$ cat src/sv/ont_pkg.sv
// shared types and constants of the ordered name table
package ont_pkg;

  localparam int unsigned TableDepth = 64;
  localparam int unsigned KeyW       = 64;
  localparam int unsigned PosW       = 6;

  typedef enum logic [1:0] {
    OpAdd    = 2'd0,
    OpDelete = 2'd1,
    OpSearch = 2'd2,
    OpList   = 2'd3
  } op_e;

  typedef enum logic [2:0] {
    StAdded    = 3'd0,
    StFull     = 3'd1,
    StExists   = 3'd2,
    StDeleted  = 3'd3,
    StNotFound = 3'd4,
    StFound    = 3'd5,
    StEmpty    = 3'd6,
    StEntry    = 3'd7
  } status_e;

  typedef struct packed {
    op_e             op;
    logic [KeyW-1:0] name_key;
  } in_word_t;

  typedef struct packed {
    status_e         status;
    logic [PosW-1:0] position;
    logic [KeyW-1:0] entry_key;
    logic            last;
  } out_word_t;

  // per-cell update command, at most one field is set
  typedef struct packed {
    logic load_new;
    logic take_next;
    logic take_wrap;
  } cell_ctrl_t;

endpackage

$ cat src/sv/ont_cell.sv
// one table cell: a stored key, its update mux and its key comparator
module ont_cell (
  input  logic                    clk_i,
  input  ont_pkg::cell_ctrl_t     ctrl_i,
  input  logic [ont_pkg::KeyW-1:0] probe_i,
  input  logic [ont_pkg::KeyW-1:0] new_key_i,
  input  logic [ont_pkg::KeyW-1:0] next_key_i,
  input  logic [ont_pkg::KeyW-1:0] wrap_key_i,
  output logic [ont_pkg::KeyW-1:0] key_o,
  output logic                    match_o
);

  logic [ont_pkg::KeyW-1:0] key_q, key_d;

  always_comb begin
    key_d = key_q;
    if (ctrl_i.load_new) begin
      key_d = new_key_i;
    end else if (ctrl_i.take_wrap) begin
      key_d = wrap_key_i;
    end else if (ctrl_i.take_next) begin
      key_d = next_key_i;
    end
  end

  always_ff @(posedge clk_i) begin
    key_q <= key_d;
  end

  assign key_o   = key_q;
  assign match_o = (key_q == probe_i);

endmodule

$ cat config.mk
export PLATFORM = sky130hd
export DESIGN_NAME = ont_cell
export DESIGN_NICKNAME = d
export VERILOG_FILES = /design/src/sv/ont_pkg.sv /design/src/sv/ont_cell.sv
export SDC_FILE = /design/constraint.sdc
export NUM_CORES = 1
export LEC_CHECK = 0
export ABC_AREA = 0
export BUFFER_PORTS_ARGS = -buffer_cell sky130_fd_sc_hd__clkbuf_2
export CELL_PAD_IN_SITES_DETAIL_PLACEMENT = 1
export CELL_PAD_IN_SITES_GLOBAL_PLACEMENT = 1
export CORE_ASPECT_RATIO = 0.5
export CORE_MARGIN = 3
export CORE_UTILIZATION = 29
export CTS_CLUSTER_DIAMETER = 80
export DETAILED_ROUTE_END_ITERATION = 10
export PLACE_DENSITY = 0.84
export SLEW_MARGIN = 15
export SYNTH_ARGS = -nofsm -noshare
export SYNTH_HDL_FRONTEND = slang
export SYNTH_SLANG_ARGS = --single-unit
$ cat constraint.sdc
create_clock -name clk_i -period 3.9 [get_ports clk_i]
set_clock_uncertainty 0.05 [all_clocks]
set_input_delay 0.585 -clock clk_i [delete_from_list [all_inputs] [get_ports clk_i]]
set_output_delay 0.585 -clock clk_i [all_outputs]
set_load 0.1 [all_outputs]
# Word-level counts from Yosys, hierarchy flattened
# Index checks and enable logic that the tools add are counted.
# word_totals
reg_bits	64
inputBits	260
output_inout_bits	65
word_cells	6
# classes
n_eq_ne	1
muxes	3
n_reduce_logical	1
# op_table
operator	count
2-to-1 mux 64 bit	3
== test 64 bit	1
nonzero test 3 bit	1

# Longest topological paths before layout
# logic_depth
word_depth	3
ltp_mapped	4

# Worst setup path before layout
# No wires, ideal clock.
# synth_path
kind	register to output
from	reg key_q (netlist bit key_o[10])
to	out match_o
arrival_ns	3.259
required_ns	3.265
setup_slack_ns	0.006
stages_incl_launch_ff	5
path_buffers	0
path_cell_list	edfxtp_1 xor2_1 nor4_1 nand4_1 nor4_2
# synth_via
elab_chain_cells	1
# synth_rtl
item	line_no	rtl
start, declared	ont_cell.sv:13	logic [ont_pkg::KeyW-1:0] key_q, key_d;
start signal, assigned	ont_cell.sv:27	key_q <= key_d;
== test 64 bit	ont_cell.sv:31	assign match_o = (key_q == probe_i);
end, declared	ont_cell.sv:10	output logic match_o
# Every way passes these cells.

# Final worst setup path
# layout_path
from	reg key_q (netlist bit key_o[46])
to	out match_o
# Same word-level chain as after synthesis.

==> flow_summary.yaml <==
floorplanning:
  placementRows: 29
  fp.dieArea_um2: 15100
  core_area_um2: 13000
  boundaryPins: 325
  initial_core_util: 0.303
  dieWidth_um: 171
  height_of_the_chip_um: 88.3
sta:
  worst_pin_slew_ns: 1.12
  timing_max_transition_violations_final: 0
  timing.slew.headroom: 0.252
  fin_crit_period_ns: 3.04
  achievable-frequency_mhz: 329
  hold_viol_final: 0
  report.final.setup_viol: 0
  totalNegativeSetupSlack_ns: 0
  rsz0062_at_grt: "no"
  final_min_period_over_clock_period: 0.780
global_routing:
  grt_pass1_wl_mm: 22.8
  global_route.overflow_total: 0
  grt_max_degree: 129
  grt_pass1_vias: 4265
  grt.total_usage: 0.204
  grt_antenna_before_repair: 0
cts:
  cts-buffers-inserted: 9
  h-tree-depth: 3
  ctsLongestPathBuffers: 2
  cell_at_the_root_of_the_clock_tree: "sky130_fd_sc_hd__clkbuf_16"
  cts.repair.resized: 0
  clkSlewWorstSetupHoldPaths_ns: 0.06
  cts_setup_buffers: 0
  cts.hold.buffers_added: 0
  clock_sink_total: 64
  clock_tree_from_tritoncts: "built"
critical_path:
  crit_fanout: 2
  end_kind: "output pin"
  timing.critical_path.from_type: "flop"
  crit_arrival_ns: 2.41
  critical_path_class: "reg2out"
  critical_path_required_ns: 3.26
synthesis:
  synthDistinctLibCells: 13
  netlist_area_um2: 3930
  synth_nets: 623
  syn-mean-instance-area_um2: 10.8
  ys_warn_count: 0
  yosys_register_bits: 64
  post_syn_instances: 363
  synth_sequential_area_ratio: 0.489
drt:
  route.top_layer_used: "met4"
  vias_per_instance: 4.71
  detailroute.wirelength.met2_mm: 9.04
  routedLengthMet1_mm: 6.49
  vias: 4023
  wire_per_inst_um: 19.2
  drcViolationCount: 0
  finalWirelength_mm: 16.4
  drtPass1Iterations: 4
  ant_nets: 0
  wl_met3_um: 574
  drt_first_iter_violations: 162
final_layout:
  finish.instance_area_um2: 6040
  design.final.nets: 940
  largest_register_ff_count: 64
  syn_to_final_growth_pct: 53.6
  layout_commonest_cell: "sky130_fd_sc_hd__clkbuf_2"
  diodes: 0
  final_util: 0.466
  drive_gt1_frac: 0.504
power_and_ir_drop:
  worst_ir_drop_vdd_mv: 0.256
  pwr_density_cell_nw_per_um2: 477
  p_leak_nw: 3.09
outcome:
  outcome: "finished clean"
placed_design:
  detailed_place_hpwl_mm: 13.6
  globalplace.congestion: 0.820
  port_buffers: 324
  postPlaceCellArea_um2: 5690
hold_path:
  min-delay-path-class: "in2reg"
flow_run:
  max_cap_viol_count: 0
critical path: stages, from the launching register on:
cell and delay (ns):
sky130_fd_sc_hd__edfxtp_1 0.42, sky130_fd_sc_hd__xor2_1 0.17, sky130_fd_sc_hd__nor4_1 0.50, sky130_fd_sc_hd__nand4_1 0.24
sky130_fd_sc_hd__nor4_2 0.24, sky130_fd_sc_hd__clkbuf_2 0.50
through the flow:
step	hold slack [ns]	power (mW)	setup slack, ns	cells
after floorplan	0.722	1.67	0.00629	363
after global placement	0.812	1.95	0.803	839
after detailed placement	0.822	1.97	0.822	839
after CTS	0.481	2.91	0.740	855
after global routing	0.493	2.99	0.546	855
final	0.490	2.88	0.859	855
layout make-up:
class                      instances  area, um^2
fill                            1581        6920
timing repair buffer             327        1650
clock inverter                     7         120
tap                              170         213
clock buffer                       9         225
multi-input combinational        278        1910
sequential                        64        1920
path summary, 6_finish.rpt:
check	depth (start not counted)	slack, ns	start	end
max	5	0.86	key_o[46]$_DFFE_PP_	match_o
min	3	0.49	new_key_i[43]	key_o[43]$_DFFE_PP_
per-layer routing:
metal	GRT usage	vias up
met5	0	-
met4	0.0552	0
met3	0.0406	26
met2	0.394	98
met1	0.234	1949
li1	-	1950
synth_stat cells:
cell type / instances / area, um^2
sky130_fd_sc_hd__edfxtp_1: 64 / 1920
sky130_fd_sc_hd__buf_1: 1 / 3.75
sky130_fd_sc_hd__or3_1: 1 / 6.26
sky130_fd_sc_hd__nand4_1: 4 / 25.0
sky130_fd_sc_hd__nand2_1: 64 / 240
sky130_fd_sc_hd__mux2i_1: 64 / 641
sky130_fd_sc_hd__o21ai_0: 64 / 320
sky130_fd_sc_hd__buf_2: 3 / 15.0
sky130_fd_sc_hd__buf_4: 5 / 37.5
sky130_fd_sc_hd__clkbuf_1: 12 / 45.0
sky130_fd_sc_hd__nor4_1: 16 / 100
sky130_fd_sc_hd__nor4_2: 1 / 12.5
sky130_fd_sc_hd__xor2_1: 64 / 561
cells by family after synthesis:
group	count (synthesis)	synth area share
XOR/XNOR	64	0.143
buffers and inverters	21	0.0258
AO/OA/AOI/OAI	64	0.0815
AND/OR/NAND/NOR	86	0.0978
multiplexers	64	0.163
flip-flops	64	0.489
report_power, final:
group,switching [mW],internal (mW),total (mW)
registers,0.0662,0.855,0.921
clock network,0.308,0.624,0.932
logic,0.790,0.238,1.03
Power figures use the tool's default switching activity.
